## src/rtl/tfr_pkg.sv

```systemverilog
`timescale 1ns / 1ps
// ----------------------------------------------------------------------------
// tfr_pkg
// Shared types, codes and constants of the telemetry frame receiver.
// ----------------------------------------------------------------------------
package tfr_pkg;

    localparam int AddrBits  = 5;
    localparam int HeldBytes = 18;

    // byte positions inside a frame
    localparam logic [4:0] PosVersion = 5'd2;
    localparam logic [4:0] PosKind    = 5'd3;
    localparam logic [4:0] PosLength  = 5'd4;
    localparam logic [4:0] PosHeld    = 5'd5;
    localparam logic [4:0] PosHeldEnd = 5'd22;
    localparam logic [4:0] PosCrcLo   = 5'd23;
    localparam logic [4:0] PosCrcHi   = 5'd24;

    localparam logic [15:0] CrcInit = 16'hFFFF;
    localparam logic [15:0] CrcPoly = 16'h1021;
    localparam logic [31:0] IdleCap = 32'hFFFF_0000;

    localparam logic [7:0]  ResetHeaderFirst  = 8'hA5;
    localparam logic [7:0]  ResetHeaderSecond = 8'h5A;
    localparam logic [7:0]  ResetVersion      = 8'd1;
    localparam logic [7:0]  ResetKind         = 8'd1;
    localparam logic [7:0]  ResetLength       = 8'd18;
    localparam logic [15:0] ResetTimeout      = 16'd200;
    localparam logic [7:0]  ResetValidMask    = 8'd1;
    localparam logic [31:0] ResetIdle         = {16'd0, ResetTimeout} + 32'd1;

    typedef enum logic [1:0] {
        OP_BYTE   = 2'd0,
        OP_TICK   = 2'd1,
        OP_RESYNC = 2'd2
    } opcode_t;

    typedef enum logic [2:0] {
        EV_NONE     = 3'd0,
        EV_ACCEPTED = 3'd1,
        EV_HEADER   = 3'd2,
        EV_CRC      = 3'd3,
        EV_STALE    = 3'd4,
        EV_LOST     = 3'd5,
        EV_RESYNC   = 3'd6
    } event_t;

    typedef enum logic [2:0] {
        REG_HEADER_FIRST  = 3'd0,
        REG_HEADER_SECOND = 3'd1,
        REG_VERSION       = 3'd2,
        REG_KIND          = 3'd3,
        REG_LENGTH        = 3'd4,
        REG_TIMEOUT       = 3'd5,
        REG_VALID_MASK    = 3'd6
    } reg_index_t;

    typedef struct packed {
        logic [7:0]  header_first;
        logic [7:0]  header_second;
        logic [7:0]  protocol_version;
        logic [7:0]  frame_kind;
        logic [7:0]  payload_length;
        logic [15:0] lost_timeout_ms;
        logic [7:0]  valid_flag_mask;
    } tfr_cfg_t;

    typedef struct packed {
        logic load;       // item accepted this cycle
        logic crc_shift;  // one bit step of the running crc
        logic tick_add;
        logic tick_cmp;
        logic emit;       // load the result register
    } tfr_cmd_t;

    typedef struct packed {
        logic crc_byte;   // incoming item is a byte covered by the crc
        logic tick_op;
    } tfr_status_t;

    typedef struct packed {
        logic [2:0]         event_res;
        logic               link_online;
        logic [15:0]        sequence_res;
        logic [7:0]         frame_flags;
        logic signed [7:0]  zone;
        logic signed [15:0] bearing_err;
        logic [15:0]        target_x;
        logic [15:0]        target_y;
        logic [15:0]        box_width;
        logic [15:0]        box_height;
        logic [15:0]        confidence;
        logic [15:0]        sender_uptime;
    } tfr_result_t;

endpackage

```

## src/rtl/tfr_if.sv

```systemverilog
`timescale 1ns / 1ps
// ----------------------------------------------------------------------------
// tfr_if
// Item channels of the telemetry frame receiver: input feed and result report.
// ----------------------------------------------------------------------------
interface tfr_feed_if;
    logic        valid;
    logic        ready;
    logic [1:0]  opcode;
    logic [7:0]  data_byte;
    logic [15:0] tick_ms;

    modport source (output valid, output opcode, output data_byte, output tick_ms,
                    input ready);
    modport sink (input valid, input opcode, input data_byte, input tick_ms,
                  output ready);
endinterface

interface tfr_report_if;
    logic               valid;
    logic               ready;
    logic [2:0]         event_res;
    logic               link_online;
    logic [15:0]        sequence_res;
    logic [7:0]         frame_flags;
    logic signed [7:0]  zone;
    logic signed [15:0] bearing_err;
    logic [15:0]        target_x;
    logic [15:0]        target_y;
    logic [15:0]        box_width;
    logic [15:0]        box_height;
    logic [15:0]        confidence;
    logic [15:0]        sender_uptime;

    modport source (output valid, output event_res, output link_online,
                    output sequence_res, output frame_flags, output zone,
                    output bearing_err, output target_x, output target_y,
                    output box_width, output box_height, output confidence,
                    output sender_uptime, input ready);
    modport sink (input valid, input event_res, input link_online,
                  input sequence_res, input frame_flags, input zone,
                  input bearing_err, input target_x, input target_y,
                  input box_width, input box_height, input confidence,
                  input sender_uptime, output ready);
endinterface

```

## src/rtl/tfr_regs.sv

```systemverilog
`timescale 1ns / 1ps
// ----------------------------------------------------------------------------
// tfr_regs
// APB configuration registers: header bytes, frame checks, timeout, flag mask.
// ----------------------------------------------------------------------------
module tfr_regs (
    input  logic                           clk,
    input  logic                           rst_n,
    input  logic                           psel,
    input  logic                           penable,
    input  logic                           pwrite,
    input  logic [tfr_pkg::AddrBits-1:0]   paddr,
    input  logic [31:0]                    pwdata,
    output logic [31:0]                    prdata,
    output logic                           pready,
    output tfr_pkg::tfr_cfg_t              cfg
);
    import tfr_pkg::*;

    tfr_cfg_t   cfg_reg;
    logic       wr_en;
    logic [2:0] idx;

    assign pready = 1'b1;
    assign wr_en  = psel & penable & pwrite;
    assign idx    = paddr[AddrBits-1:2];
    assign cfg    = cfg_reg;

    always_ff @(posedge clk or negedge rst_n)
    begin
        if (!rst_n)
        begin
            cfg_reg.header_first     <= ResetHeaderFirst;
            cfg_reg.header_second    <= ResetHeaderSecond;
            cfg_reg.protocol_version <= ResetVersion;
            cfg_reg.frame_kind       <= ResetKind;
            cfg_reg.payload_length   <= ResetLength;
            cfg_reg.lost_timeout_ms  <= ResetTimeout;
            cfg_reg.valid_flag_mask  <= ResetValidMask;
        end
        else if (wr_en)
        begin
            unique case (idx)
                REG_HEADER_FIRST:  cfg_reg.header_first     <= pwdata[7:0];
                REG_HEADER_SECOND: cfg_reg.header_second    <= pwdata[7:0];
                REG_VERSION:       cfg_reg.protocol_version <= pwdata[7:0];
                REG_KIND:          cfg_reg.frame_kind       <= pwdata[7:0];
                REG_LENGTH:        cfg_reg.payload_length   <= pwdata[7:0];
                REG_TIMEOUT:       cfg_reg.lost_timeout_ms  <= pwdata[15:0];
                REG_VALID_MASK:    cfg_reg.valid_flag_mask  <= pwdata[7:0];
                default:           ;
            endcase
        end
    end

    always_comb
    begin
        unique case (idx)
            REG_HEADER_FIRST:  prdata = {24'd0, cfg_reg.header_first};
            REG_HEADER_SECOND: prdata = {24'd0, cfg_reg.header_second};
            REG_VERSION:       prdata = {24'd0, cfg_reg.protocol_version};
            REG_KIND:          prdata = {24'd0, cfg_reg.frame_kind};
            REG_LENGTH:        prdata = {24'd0, cfg_reg.payload_length};
            REG_TIMEOUT:       prdata = {16'd0, cfg_reg.lost_timeout_ms};
            REG_VALID_MASK:    prdata = {24'd0, cfg_reg.valid_flag_mask};
            default:           prdata = 32'd0;
        endcase
    end

endmodule

```

## src/rtl/tfr_ctrl.sv

```systemverilog
`timescale 1ns / 1ps
// ----------------------------------------------------------------------------
// tfr_ctrl
// Sequencer: takes an item, runs crc bit steps or the tick steps, emits result.
// ----------------------------------------------------------------------------
module tfr_ctrl (
    input  logic                  clk,
    input  logic                  rst_n,
    input  logic                  in_valid,
    output logic                  in_ready,
    output logic                  out_valid,
    input  logic                  out_ready,
    input  tfr_pkg::tfr_status_t  st,
    output tfr_pkg::tfr_cmd_t     cmd
);
    import tfr_pkg::*;

    typedef enum logic [2:0] {
        S_IDLE,
        S_CRC,
        S_TICK_ADD,
        S_TICK_CMP,
        S_EMIT
    } state_t;

    state_t     state_reg;
    logic [2:0] bit_cnt_reg;
    logic       out_valid_reg;
    logic       slot_free;

    assign in_ready  = (state_reg == S_IDLE);
    assign out_valid = out_valid_reg;
    assign slot_free = !out_valid_reg || out_ready;

    always_comb
    begin
        cmd           = '0;
        cmd.load      = in_ready && in_valid;
        cmd.crc_shift = (state_reg == S_CRC);
        cmd.tick_add  = (state_reg == S_TICK_ADD);
        cmd.tick_cmp  = (state_reg == S_TICK_CMP);
        cmd.emit      = (state_reg == S_EMIT) && slot_free;
    end

    always_ff @(posedge clk or negedge rst_n)
    begin
        if (!rst_n)
        begin
            state_reg     <= S_IDLE;
            bit_cnt_reg   <= 3'd0;
            out_valid_reg <= 1'b0;
        end
        else
        begin
            if (cmd.emit)
                out_valid_reg <= 1'b1;
            else if (out_ready)
                out_valid_reg <= 1'b0;

            unique case (state_reg)
                S_IDLE:
                begin
                    bit_cnt_reg <= 3'd0;
                    if (in_valid)
                    begin
                        priority if (st.crc_byte)
                            state_reg <= S_CRC;
                        else if (st.tick_op)
                            state_reg <= S_TICK_ADD;
                        else
                            state_reg <= S_EMIT;
                    end
                end
                S_CRC:
                begin
                    bit_cnt_reg <= bit_cnt_reg + 3'd1;
                    // eight bit steps per byte
                    if (bit_cnt_reg == 3'd7)
                        state_reg <= S_EMIT;
                end
                S_TICK_ADD:
                    state_reg <= S_TICK_CMP;
                S_TICK_CMP:
                    state_reg <= S_EMIT;
                S_EMIT:
                begin
                    if (slot_free)
                        state_reg <= S_IDLE;
                end
                default:
                    state_reg <= S_IDLE;
            endcase
        end
    end

endmodule

```

## src/rtl/tfr_dp.sv

```systemverilog
`timescale 1ns / 1ps
// ----------------------------------------------------------------------------
// tfr_dp
// Datapath: frame parser, running crc, sequence check, idle timer, result.
// ----------------------------------------------------------------------------
module tfr_dp (
    input  logic                  clk,
    input  logic                  rst_n,
    input  tfr_pkg::tfr_cfg_t     cfg,
    input  logic [1:0]            opcode,
    input  logic [7:0]            data_byte,
    input  logic [15:0]           tick_ms,
    input  tfr_pkg::tfr_cmd_t     cmd,
    output tfr_pkg::tfr_status_t  st,
    output tfr_pkg::tfr_result_t  result
);
    import tfr_pkg::*;

    logic [4:0]  count_reg;
    logic [15:0] crc_reg;
    logic [7:0]  crc_lo_reg;
    logic [7:0]  stage_reg [HeldBytes];
    logic [7:0]  held_reg [HeldBytes];
    logic [15:0] last_seq_reg;
    logic        seq_known_reg;
    logic [31:0] idle_reg;
    logic        online_reg;
    logic [15:0] ms_reg;
    event_t      event_reg;
    tfr_result_t result_reg;

    logic        is_byte;
    logic [15:0] crc_base;
    logic [15:0] stage_seq;
    logic [15:0] seq_diff;
    logic        seq_behind;
    logic        crc_ok;
    logic        now_online;

    assign is_byte     = (opcode == OP_BYTE);
    assign st.crc_byte = is_byte && (count_reg >= PosVersion) && (count_reg <= PosHeldEnd);
    assign st.tick_op  = (opcode == OP_TICK);

    assign crc_base   = (count_reg == PosVersion) ? CrcInit : crc_reg;
    assign stage_seq  = {stage_reg[1], stage_reg[0]};
    assign seq_diff   = stage_seq - last_seq_reg;
    // newer under wraparound means a forward distance below half the range
    assign seq_behind = seq_known_reg && ((seq_diff == 16'd0) || seq_diff[15]);
    assign crc_ok     = (crc_reg == {data_byte, crc_lo_reg});
    assign now_online = (idle_reg <= {16'd0, cfg.lost_timeout_ms});

    assign result = result_reg;

    // payload bytes staged for the held copy, and the low crc byte
    always_ff @(posedge clk)
    begin
        if (cmd.load && is_byte)
        begin
            for (int k = 0; k < HeldBytes; k++)
            begin
                if (count_reg == PosHeld + 5'(k))
                    stage_reg[k] <= data_byte;
            end
            if (count_reg == PosCrcLo)
                crc_lo_reg <= data_byte;
        end
    end

    // bit-serial crc, msb first
    always_ff @(posedge clk)
    begin
        if (cmd.load && st.crc_byte)
            crc_reg <= crc_base ^ {data_byte, 8'd0};
        else if (cmd.crc_shift)
            crc_reg <= {crc_reg[14:0], 1'b0} ^ (crc_reg[15] ? CrcPoly : 16'd0);
    end

    always_ff @(posedge clk)
    begin
        if (cmd.load)
            ms_reg <= tick_ms;
    end

    always_ff @(posedge clk or negedge rst_n)
    begin
        if (!rst_n)
        begin
            count_reg     <= 5'd0;
            last_seq_reg  <= 16'd0;
            seq_known_reg <= 1'b0;
            idle_reg      <= ResetIdle;
            online_reg    <= 1'b0;
            event_reg     <= EV_NONE;
            for (int k = 0; k < HeldBytes; k++)
                held_reg[k] <= 8'd0;
        end
        else if (cmd.load)
        begin
            priority if (opcode == OP_RESYNC)
            begin
                count_reg <= 5'd0;
                event_reg <= EV_RESYNC;
            end
            else if (is_byte)
            begin
                priority if (count_reg == 5'd0)
                begin
                    event_reg <= EV_NONE;
                    if (data_byte == cfg.header_first)
                        count_reg <= 5'd1;
                end
                else if (count_reg == 5'd1)
                begin
                    event_reg <= EV_NONE;
                    priority if (data_byte == cfg.header_second)
                        count_reg <= PosVersion;
                    else if (data_byte == cfg.header_first)
                        count_reg <= 5'd1;
                    else
                        count_reg <= 5'd0;
                end
                else if (count_reg == PosVersion)
                begin
                    if (data_byte == cfg.protocol_version)
                    begin
                        count_reg <= PosKind;
                        event_reg <= EV_NONE;
                    end
                    else
                    begin
                        count_reg <= 5'd0;
                        event_reg <= EV_HEADER;
                    end
                end
                else if (count_reg == PosKind)
                begin
                    if (data_byte == cfg.frame_kind)
                    begin
                        count_reg <= PosLength;
                        event_reg <= EV_NONE;
                    end
                    else
                    begin
                        count_reg <= 5'd0;
                        event_reg <= EV_HEADER;
                    end
                end
                else if (count_reg == PosLength)
                begin
                    if (data_byte == cfg.payload_length)
                    begin
                        count_reg <= PosHeld;
                        event_reg <= EV_NONE;
                    end
                    else
                    begin
                        count_reg <= 5'd0;
                        event_reg <= EV_HEADER;
                    end
                end
                else if (count_reg <= PosCrcLo)
                begin
                    count_reg <= count_reg + 5'd1;
                    event_reg <= EV_NONE;
                end
                else if (count_reg == PosCrcHi)
                begin
                    count_reg <= 5'd0;
                    priority if (!crc_ok)
                        event_reg <= EV_CRC;
                    else if (seq_behind)
                        event_reg <= EV_STALE;
                    else
                    begin
                        event_reg     <= EV_ACCEPTED;
                        last_seq_reg  <= stage_seq;
                        seq_known_reg <= 1'b1;
                        for (int k = 0; k < HeldBytes; k++)
                            held_reg[k] <= stage_reg[k];
                        // a frame flagged as carrying a target restarts the idle timer
                        if ((stage_reg[2] & cfg.valid_flag_mask) != 8'd0)
                            idle_reg <= 32'd0;
                    end
                end
                else
                begin
                    count_reg <= 5'd0;
                    event_reg <= EV_NONE;
                end
            end
            else
                event_reg <= EV_NONE;
        end
        else if (cmd.tick_add)
        begin
            if (idle_reg < IdleCap)
                idle_reg <= idle_reg + {16'd0, ms_reg};
        end
        else if (cmd.tick_cmp)
        begin
            online_reg <= now_online;
            if (online_reg && !now_online)
            begin
                seq_known_reg <= 1'b0;
                event_reg     <= EV_LOST;
            end
        end
    end

    always_ff @(posedge clk)
    begin
        if (cmd.emit)
        begin
            result_reg.event_res     <= event_reg;
            result_reg.link_online   <= online_reg;
            result_reg.sequence_res  <= {held_reg[1], held_reg[0]};
            result_reg.frame_flags   <= held_reg[2];
            result_reg.zone          <= held_reg[3];
            result_reg.bearing_err   <= {held_reg[5], held_reg[4]};
            result_reg.target_x      <= {held_reg[7], held_reg[6]};
            result_reg.target_y      <= {held_reg[9], held_reg[8]};
            result_reg.box_width     <= {held_reg[11], held_reg[10]};
            result_reg.box_height    <= {held_reg[13], held_reg[12]};
            result_reg.confidence    <= {held_reg[15], held_reg[14]};
            result_reg.sender_uptime <= {held_reg[17], held_reg[16]};
        end
    end

endmodule

```

## src/rtl/telemetry_frame_receiver_unit.sv

```systemverilog
`timescale 1ns / 1ps
// ----------------------------------------------------------------------------
// telemetry_frame_receiver_unit
// Serial telemetry deframer with crc-16 check, sequence filter and link timer.
// ----------------------------------------------------------------------------
// channel   dir   handshake            carries
// feed      in    valid/ready          opcode, data_byte, tick_ms
// report    out   valid/ready          event, link state, last accepted frame
// apb       in    psel/penable/pready  configuration registers at 4*index
//
// a frame byte between version and last payload byte runs accept, eight steps
// of the bit-serial crc, emit; a tick runs accept, add, compare, emit; other items accept, emit.
// one item is in work at a time; the next item is taken while
// the previous result still waits in the report register. a full report
// register holds the sequencer in its emit step. rst_n clears parser and
// link state and sets the idle timer past the reset timeout, at once.
// ----------------------------------------------------------------------------
module telemetry_frame_receiver_unit (
    input  logic                          clk,
    input  logic                          rst_n,
    input  logic                          psel,
    input  logic                          penable,
    input  logic                          pwrite,
    input  logic [tfr_pkg::AddrBits-1:0]  paddr,
    input  logic [31:0]                   pwdata,
    output logic [31:0]                   prdata,
    output logic                          pready,
    tfr_feed_if.sink                      feed,
    tfr_report_if.source                  report
);
    import tfr_pkg::*;

    tfr_cfg_t    cfg;
    tfr_cmd_t    cmd;
    tfr_status_t st;
    tfr_result_t result;

    tfr_regs u_regs (
        .clk     (clk),
        .rst_n   (rst_n),
        .psel    (psel),
        .penable (penable),
        .pwrite  (pwrite),
        .paddr   (paddr),
        .pwdata  (pwdata),
        .prdata  (prdata),
        .pready  (pready),
        .cfg     (cfg)
    );

    tfr_ctrl u_ctrl (
        .clk       (clk),
        .rst_n     (rst_n),
        .in_valid  (feed.valid),
        .in_ready  (feed.ready),
        .out_valid (report.valid),
        .out_ready (report.ready),
        .st        (st),
        .cmd       (cmd)
    );

    tfr_dp u_dp (
        .clk       (clk),
        .rst_n     (rst_n),
        .cfg       (cfg),
        .opcode    (feed.opcode),
        .data_byte (feed.data_byte),
        .tick_ms   (feed.tick_ms),
        .cmd       (cmd),
        .st        (st),
        .result    (result)
    );

    assign report.event_res     = result.event_res;
    assign report.link_online   = result.link_online;
    assign report.sequence_res  = result.sequence_res;
    assign report.frame_flags   = result.frame_flags;
    assign report.zone          = result.zone;
    assign report.bearing_err   = result.bearing_err;
    assign report.target_x      = result.target_x;
    assign report.target_y      = result.target_y;
    assign report.box_width     = result.box_width;
    assign report.box_height    = result.box_height;
    assign report.confidence    = result.confidence;
    assign report.sender_uptime = result.sender_uptime;

endmodule

```

## src/flat_wrapper.sv

```systemverilog
// flat-port wrapper written by rule: the top's interface ports become plain ports
module telemetry_frame_receiver_unit_flat import tfr_pkg::*;
  (clk, rst_n, psel, penable, pwrite, paddr, pwdata, prdata, pready, feed_valid, feed_opcode, feed_data_byte, feed_tick_ms, feed_ready, report_valid, report_event_res, report_link_online, report_sequence_res, report_frame_flags, report_zone, report_bearing_err, report_target_x, report_target_y, report_box_width, report_box_height, report_confidence, report_sender_uptime, report_ready);
  tfr_feed_if feed_i ();
  tfr_report_if report_i ();
  input  logic clk;
  input  logic rst_n;
  input  logic psel;
  input  logic penable;
  input  logic pwrite;
  input  logic [tfr_pkg::AddrBits-1:0] paddr;
  input  logic [31:0] pwdata;
  output logic [31:0] prdata;
  output logic pready;
  input wire logic [$bits(feed_i.valid)-1:0] feed_valid;
  input wire logic [$bits(feed_i.opcode)-1:0] feed_opcode;
  input wire logic [$bits(feed_i.data_byte)-1:0] feed_data_byte;
  input wire logic [$bits(feed_i.tick_ms)-1:0] feed_tick_ms;
  output wire logic [$bits(feed_i.ready)-1:0] feed_ready;
  output wire logic [$bits(report_i.valid)-1:0] report_valid;
  output wire logic [$bits(report_i.event_res)-1:0] report_event_res;
  output wire logic [$bits(report_i.link_online)-1:0] report_link_online;
  output wire logic [$bits(report_i.sequence_res)-1:0] report_sequence_res;
  output wire logic [$bits(report_i.frame_flags)-1:0] report_frame_flags;
  output wire logic [$bits(report_i.zone)-1:0] report_zone;
  output wire logic [$bits(report_i.bearing_err)-1:0] report_bearing_err;
  output wire logic [$bits(report_i.target_x)-1:0] report_target_x;
  output wire logic [$bits(report_i.target_y)-1:0] report_target_y;
  output wire logic [$bits(report_i.box_width)-1:0] report_box_width;
  output wire logic [$bits(report_i.box_height)-1:0] report_box_height;
  output wire logic [$bits(report_i.confidence)-1:0] report_confidence;
  output wire logic [$bits(report_i.sender_uptime)-1:0] report_sender_uptime;
  input wire logic [$bits(report_i.ready)-1:0] report_ready;
  assign feed_i.valid = feed_valid;
  assign feed_i.opcode = feed_opcode;
  assign feed_i.data_byte = feed_data_byte;
  assign feed_i.tick_ms = feed_tick_ms;
  assign feed_ready = feed_i.ready;
  assign report_valid = report_i.valid;
  assign report_event_res = report_i.event_res;
  assign report_link_online = report_i.link_online;
  assign report_sequence_res = report_i.sequence_res;
  assign report_frame_flags = report_i.frame_flags;
  assign report_zone = report_i.zone;
  assign report_bearing_err = report_i.bearing_err;
  assign report_target_x = report_i.target_x;
  assign report_target_y = report_i.target_y;
  assign report_box_width = report_i.box_width;
  assign report_box_height = report_i.box_height;
  assign report_confidence = report_i.confidence;
  assign report_sender_uptime = report_i.sender_uptime;
  assign report_i.ready = report_ready;
  telemetry_frame_receiver_unit u_core (.clk(clk), .rst_n(rst_n), .psel(psel), .penable(penable), .pwrite(pwrite), .paddr(paddr), .pwdata(pwdata), .prdata(prdata), .pready(pready), .feed(feed_i), .report(report_i));
endmodule
```

## config.mk

```make
export PLATFORM = sky130hd
export DESIGN_NAME = telemetry_frame_receiver_unit_flat
export DESIGN_NICKNAME = d
export VERILOG_FILES = /design/src/rtl/tfr_pkg.sv /design/src/rtl/tfr_if.sv /design/src/rtl/tfr_regs.sv /design/src/rtl/tfr_ctrl.sv /design/src/rtl/tfr_dp.sv /design/src/rtl/telemetry_frame_receiver_unit.sv /design/src/flat_wrapper.sv
export SDC_FILE = /design/constraint.sdc
export NUM_CORES = 1
export LEC_CHECK = 0
export BUFFER_PORTS_ARGS = -buffer_cell sky130_fd_sc_hd__buf_4
export CAP_MARGIN = 5
export CORE_UTILIZATION = 45
export DETAILED_ROUTE_END_ITERATION = 6
export PLACE_DENSITY = 0.66
export SLEW_MARGIN = 10
export SYNTH_ARGS = -nofsm -noshare
export SYNTH_HDL_FRONTEND = slang
export SYNTH_SLANG_ARGS = --single-unit
```

## constraint.sdc

```tcl
create_clock -name clk -period 5.1 [get_ports clk]
set_clock_uncertainty 0.15 [all_clocks]
set_input_delay 0 -clock clk [delete_from_list [all_inputs] [get_ports clk]]
set_output_delay 0 -clock clk [all_outputs]
set_load 0.02 [all_outputs]
```

==> results.py, run 1 <==
metrics = {
    "outcome": {
        "status": "complete, no violations",
    },
    "floorplanning": {
        "core_area_um2": 53000,
        "initial_utilization_pct": 45.9,
        "die_area_um2": 55000,
        "num_io_pins": 253,
        "dieWidth_um": 234,
        "core.rowCount": 84,
        "die_y_um": 234,
    },
    "placement": {
        "hpwl_um": 35300,
        "dpl_cell_area_um2": 26800,
        "io_buffer_count": 217,
        "gp_congestion": 0.945,
    },
    "power": {
        "power.density_nw_per_um2": 465,
        "ir_drop_uv": 366,
        "leakage_uw": 0.0126,
    },
    "worst_setup_path": {
        "cp-start-kind": "flop",
        "required_ns": 5.41,
        "endpoint_kind": "flop",
        "arrival_ns": 5.03,
        "worst-setup-path-type": "reg2reg",
        "worst-path-max-fanout": 30,
    },
    "clock_network": {
        "cts_setup_buffers": 0,
        "cts_root_buffer": "clkbuf_16",
        "clk_path_buf_depth": 3,
        "cts_hold_buf": 95,
        "cts_resized": 0,
        "cts-buffers-inserted": 59,
        "cts_tree": "done",
        "cts.sinks": 589,
        "path_clk_slew_ns": 0.06,
        "htreeDepth": 2,
        "clkLatencyLatePin_ns": 0.64,
    },
    "sta": {
        "final.setup.tns_ns": 0,
        "min_period_over_period_pct": 92.5,
        "slew_violations": 0,
        "grt_setup_unrepaired": "no",
        "max_freq_mhz": 212,
        "slew_headroom_pct": 23.2,
        "period_needed_ns": 4.72,
        "hold_viol": 0,
        "setup_violations": 0,
        "holdWs_ns": 0.00980,
        "max_slew.worst_pin.slew_ns": 1.14,
    },
    "logic_synthesis": {
        "synth.top_cells.by_count": "332 x edfxtp_1, 237 x dfrtp_1, 88 x nor2_1",
        "ys_warn_count": 0,
        "ys_seq_area_share_pct": 67.6,
        "yosys-top-cells-area": "edfxtp_1 41%, dfrtp_1 24%, mux2_1 3.9%",
        "syn_area_um2": 24300,
        "synth_cells": 1648,
        "synth_largest_area_cell": "edfxtp_1",
        "synth-edff-count": 332,
        "synth_most_common_cell": "edfxtp_1",
        "yosysUniqueCellTypes": 79,
        "synthArstFlopShare_pct": 43.6,
        "synth-seq-cells": 589,
        "avgSynthCellArea_um2": 14.8,
        "synth_ff_type": "edfxtp_1",
        "synth_top_area_share_pct": 41.0,
    },
    "cells_and_area": {
        "largest_register_ffs": 148,
        "fin_area_um2": 29700,
        "drive_gt1_share_pct": 23.6,
        "area_growth_pct": 22.0,
        "n_antenna_cell": 0,
        "final_nets": 2118,
        "utilization_pct": 56.0,
    },
    "drt": {
        "via_per_inst": 5.34,
        "ant_nets": 0,
        "drc": 0,
        "wl_per_cell_um": 20.2,
        "routed_wl_um": 55100,
        "first_pass_iters": 6,
        "drt_iter0_markers": 932,
        "vias": 14600,
    },
    "global_routing": {
        "grt_util_all_layers_pct": 20.3,
        "grt_max_degree": 133,
        "antenna_found_initial": 0,
        "grt-ovfl-total": 0,
        "grt_first_pass_wirelength_um": 84700,
        "grt_pass1_vias": 14600,
    },
    "run": {
        "cap_violations": 0,
    },
    "min_path": {
        "hold_class": "in2reg",
    },
}
## power by group
part	internal (uW)	switching (uW)	total, uW
clock network	2370	1810	4180
logic	1320	1920	3240
registers	5910	462	6370
total	9600	4190	13800
## critical path: stages (launching register included)
cell	delay (ns)
dfrtp_1	0.40
ha_1	0.24
fa_1	0.53
nand3_1	0.08
a221o_1	0.27
a2111oi_0	0.38
o2111ai_1	0.17
a2111oi_0	0.64
o2111ai_2	0.24
nor2_1	0.31
or4b_4	0.48
buf_12	0.27
mux2_1	0.35
## cells by family after synthesis
logic type               after synthesis  share of synthesized area (%)
AO/OA/AOI/OAI                        242                           6.54
XOR/XNOR                              83                           2.99
flip-flops                           589                           67.6
AND/OR/NAND/NOR                      309                           6.09
buffers and inverters                154                           2.90
multiplexers                         213                           10.9
adder cells (fa/ha/maj)               56                           2.94
other                                  2                         0.0309
## area by class of cell
cell class                 instances  area (um2)
fill                            4273       23300
sequential                       589       16400
multi-input combinational        920        7290
timing repair buffer             342        2920
clock buffer                      84        1620
tap                              688         861
inverter                          80         300
clock inverter                    27         254
## placed cells by master, fill, tap and decap left out, drive strengths merged, types with 10 or more instances in the layout
cell         count
buf            248
a21o            21
dfstp           20
edfxtp         332
conb            17
nand2           81
nand3           21
inv             82
nand4           22
o31ai           11
o21a            10
dfrtp          237
clkbuf          84
ha              54
xor2            22
mux2           193
clkinv          19
nor2            88
dlygate4sd3     94
and3            11
nor2b           10
mux2i           15
o21ai           67
a21oi           40
a31oi           10
nor3            21
xnor2           61
o22ai           19
nor4            19
## per-layer routing
metal	global-route usage, %	routed length [um]
met1	28.4	24700
met2	32.7	26100
met3	3.16	2940
met4	6.47	1400
met5	0	0
## final timing paths
kind / startpoint / to / slack [ns] / cells after the start
max: u_core.u_dp.held_reg[136] / u_core.u_dp.held_reg[62] / 0.38 / 12
min: pwrite / u_core.u_regs.cfg[42] / 0.01 / 4
max reg2reg: u_core.u_dp.held_reg[136] / u_core.u_dp.held_reg[62] / 0.38 / 12
min reg2reg: u_core.u_dp.held_reg[71] / u_core.u_dp.result[79] / 0.25 / 0
max in group asynchronous: rst_n / u_core.u_dp.held_reg[57] / 3.49 / 4
min in group asynchronous: rst_n / u_core.u_dp.held_reg[31] / 0.37 / 4
## through the flow
stage	total power [uW]	setup WS [ns]	instances
3_5_place_dp	9620	0.492	2524
5_1_grt	14500	0.114	2730
3_3_place_gp	9530	0.503	2524
2_1_floorplan	8370	0.226	1663
6_report	13800	0.384	2730
4_1_cts	13900	0.421	2730
No activity file was read; power rests on OpenSTA's default activity.
==> run 2, diff against run 1 <==
--- a/config.mk
+++ b/config.mk
@@ -7,9 +7,11 @@
 export LEC_CHECK = 0
 export BUFFER_PORTS_ARGS = -buffer_cell sky130_fd_sc_hd__buf_4
 export CAP_MARGIN = 5
-export CORE_UTILIZATION = 45
+export CELL_PAD_IN_SITES_DETAIL_PLACEMENT = 1
+export CELL_PAD_IN_SITES_GLOBAL_PLACEMENT = 1
+export CORE_UTILIZATION = 44
 export DETAILED_ROUTE_END_ITERATION = 6
-export PLACE_DENSITY = 0.66
+export PLACE_DENSITY = 0.75
 export SLEW_MARGIN = 10
 export SYNTH_ARGS = -nofsm -noshare
 export SYNTH_HDL_FRONTEND = slang
==> results.py, run 2 (synthesized netlist as in run 1, its figures left out) <==
metrics = {
    "cells_and_area": {
        "drive_gt1_share_pct": 24.4,
        "filler_cell_count": 5256,
        "largest_register_ffs": 148,
        "multi_input_area_um2": 7280,
        "final_nets": 2109,
        "fin_area_um2": 30000,
        "seqCellArea_um2": 16400,
        "final_common_cell": "edfxtp_1",
        "n_antenna_cell": 0,
        "final_cell_mix": "332 x edfxtp_1, 239 x buf_4, 237 x dfrtp_1",
        "area_growth_pct": 23.2,
    },
    "worst_setup_path": {
        "path_cells": "ha_1 > fa_1 > nand3_1 > a221o_1 > a2111oi_0 > o2111ai_1 > a2111oi_0 > o2111ai_2 > nor2_1 > or4b_4 > buf_12 > mux2_1",
        "worst-setup-path-type": "reg2reg",
        "arrival_ns": 5.27,
        "worst-path-buf-inv": 1,
        "slowest_stage": "a2111oi_0",
        "critPathMaxStageDelay_ns": 0.73,
        "cp_top_family": "compound AO/OA/AOI/OAI gates",
        "rr_endpoint": "u_core.u_dp.held_reg[66]",
        "regToRegSetupSlack_ns": 0.18,
        "rr_worst_depth": 12,
        "endpoint_kind": "flop",
        "cp_common_cell": "a2111oi_0",
        "required_ns": 5.45,
        "worst-path-max-fanout": 48,
        "reg2reg_from": "u_core.u_dp.held_reg[136]",
        "cp-start-kind": "flop",
    },
    "min_path": {
        "hold_end": "u_core.u_regs.cfg[17]",
        "holdPathStages": 4,
        "hold_class": "in2reg",
        "min_from": "pwdata[9]",
    },
    "sta": {
        "hold_viol": 0,
        "max_freq_mhz": 203,
        "min_period_over_period_pct": 96.5,
        "grt_setup_unrepaired": "no",
        "slew_headroom_pct": 23.3,
        "slew_violations": 0,
        "max_slew.worst_pin.slew_ns": 1.14,
        "period_needed_ns": 4.92,
        "setup_violations": 0,
        "final.setup.tns_ns": 0,
    },
    "power": {
        "swShare_pct": 30.1,
        "p_int_uw": 10300,
        "ir_drop_uv": 309,
        "pwr-share-seq_pct": 43.3,
        "share_clk_of_total_power_pct": 34.1,
        "power_frac_comb_pct": 22.6,
        "switching_power_uw": 4450,
        "power.density_nw_per_um2": 493,
        "leakage_uw": 0.0127,
    },
    "clock_network": {
        "cts-buffers-inserted": 60,
        "cts_tree": "done",
        "cts.sinks": 589,
        "path_clk_slew_ns": 0.06,
        "cts_resized": 0,
        "htreeDepth": 2,
        "clkLatencyLatePin_ns": 0.65,
        "cts_root_buffer": "clkbuf_16",
        "clk_path_buf_depth": 3,
        "cts_setup_buffers": 0,
    },
    "placement": {
        "hpwl_um": 39800,
        "gp_congestion": 0.869,
        "io_buffer_count": 217,
        "dpl_cell_area_um2": 26800,
    },
    "floorplanning": {
        "num_io_pins": 253,
        "core_area_um2": 54200,
        "initial_utilization_pct": 44.8,
        "die_area_um2": 56200,
        "dieWidth_um": 237,
        "die_y_um": 237,
        "core.rowCount": 85,
    },
    "drt": {
        "routed_wl_um": 64300,
        "vias": 14900,
        "wl_per_cell_um": 23.5,
        "first_pass_iters": 4,
        "via_per_inst": 5.47,
        "drc": 0,
        "ant_nets": 0,
        "drt_iter0_markers": 830,
    },
    "global_routing": {
        "grt-ovfl-total": 0,
        "antenna_found_initial": 0,
        "grt_first_pass_wirelength_um": 100000,
        "grt_util_all_layers_pct": 23.4,
        "grt_max_degree": 135,
        "grt_pass1_vias": 16300,
    },
    "run": {
        "cap_violations": 0,
    },
    "outcome": {
        "status": "complete, no violations",
    },
}
-- run 2: worst max-delay path by stage --
stage                                from  cells past startpoint                        to
6_report        u_core.u_dp.held_reg[136]                     12  u_core.u_dp.held_reg[66]
5_1_grt         u_core.u_dp.held_reg[136]                     12  u_core.u_dp.held_reg[66]
4_1_cts         u_core.u_dp.held_reg[136]                     12  u_core.u_dp.held_reg[66]
3_5_place_dp    u_core.u_dp.held_reg[136]                     12  u_core.u_dp.held_reg[66]
3_3_place_gp    u_core.u_dp.held_reg[136]                     12  u_core.u_dp.held_reg[61]
2_1_floorplan  u_core.u_ctrl.state_reg[0]                      3     u_core.u_dp.result[0]
-- run 2: tightest hold or removal path, stage by stage --
cell and delay, ns:
dlygate4sd3_1 0.53, buf_4 0.10, nand2_1 0.05, o21ai_0 0.09
-- run 2: repair_timing --
action                     4_1_cts  5_1_grt
hold buffers                    88        0
hold endpoints to repair       385        0
setup endpoints to repair        0        0
-- run 2: power by group through the flow --
stage | Combinational (uW) | Clock, uW | Sequential (uW)
final | 3340 | 5040 | 6400
after CTS | 3370 | 5120 | 6400
after detailed placement | 3270 | 0 | 6480
after global routing | 3620 | 5290 | 6470
after global placement | 3130 | 0 | 6450
after floorplan | 1540 | 0 | 6830
-- run 2: metal layers --
metal / vias up / share of wire, % / global-route usage [%]
met3: 82 / 4.2 / 3.24
met2: 354 / 50 / 40.1
li1: 6696 / - / -
met5: - / 0 / 0
met1: 7813 / 44 / 31.3
met4: 0 / 2.1 / 6.22
-- run 2: area by class of cell --
cell class	count	share of cell area, %
tap	696	2.91
timing repair buffer	332	9.25
clock inverter	35	2.03
multi-input combinational	920	24.3
clock buffer	79	5.66
inverter	80	1.00
sequential	589	54.8
-- run 2: metrics by stage --
stage	power [uW]	hold WS [ns]	worst slack, ns	instances	utilization (%)
floorplan	8370	-0.446	0.226	1663	-
global placement	9580	0.0284	0.478	2529	49.3
detailed placement	9750	0.0300	0.310	2529	49.3
CTS	14900	0.00806	0.242	2731	55.2
global route	15400	0.0479	0.0185	2731	55.2
finish	14800	0.0388	0.179	2731	55.2
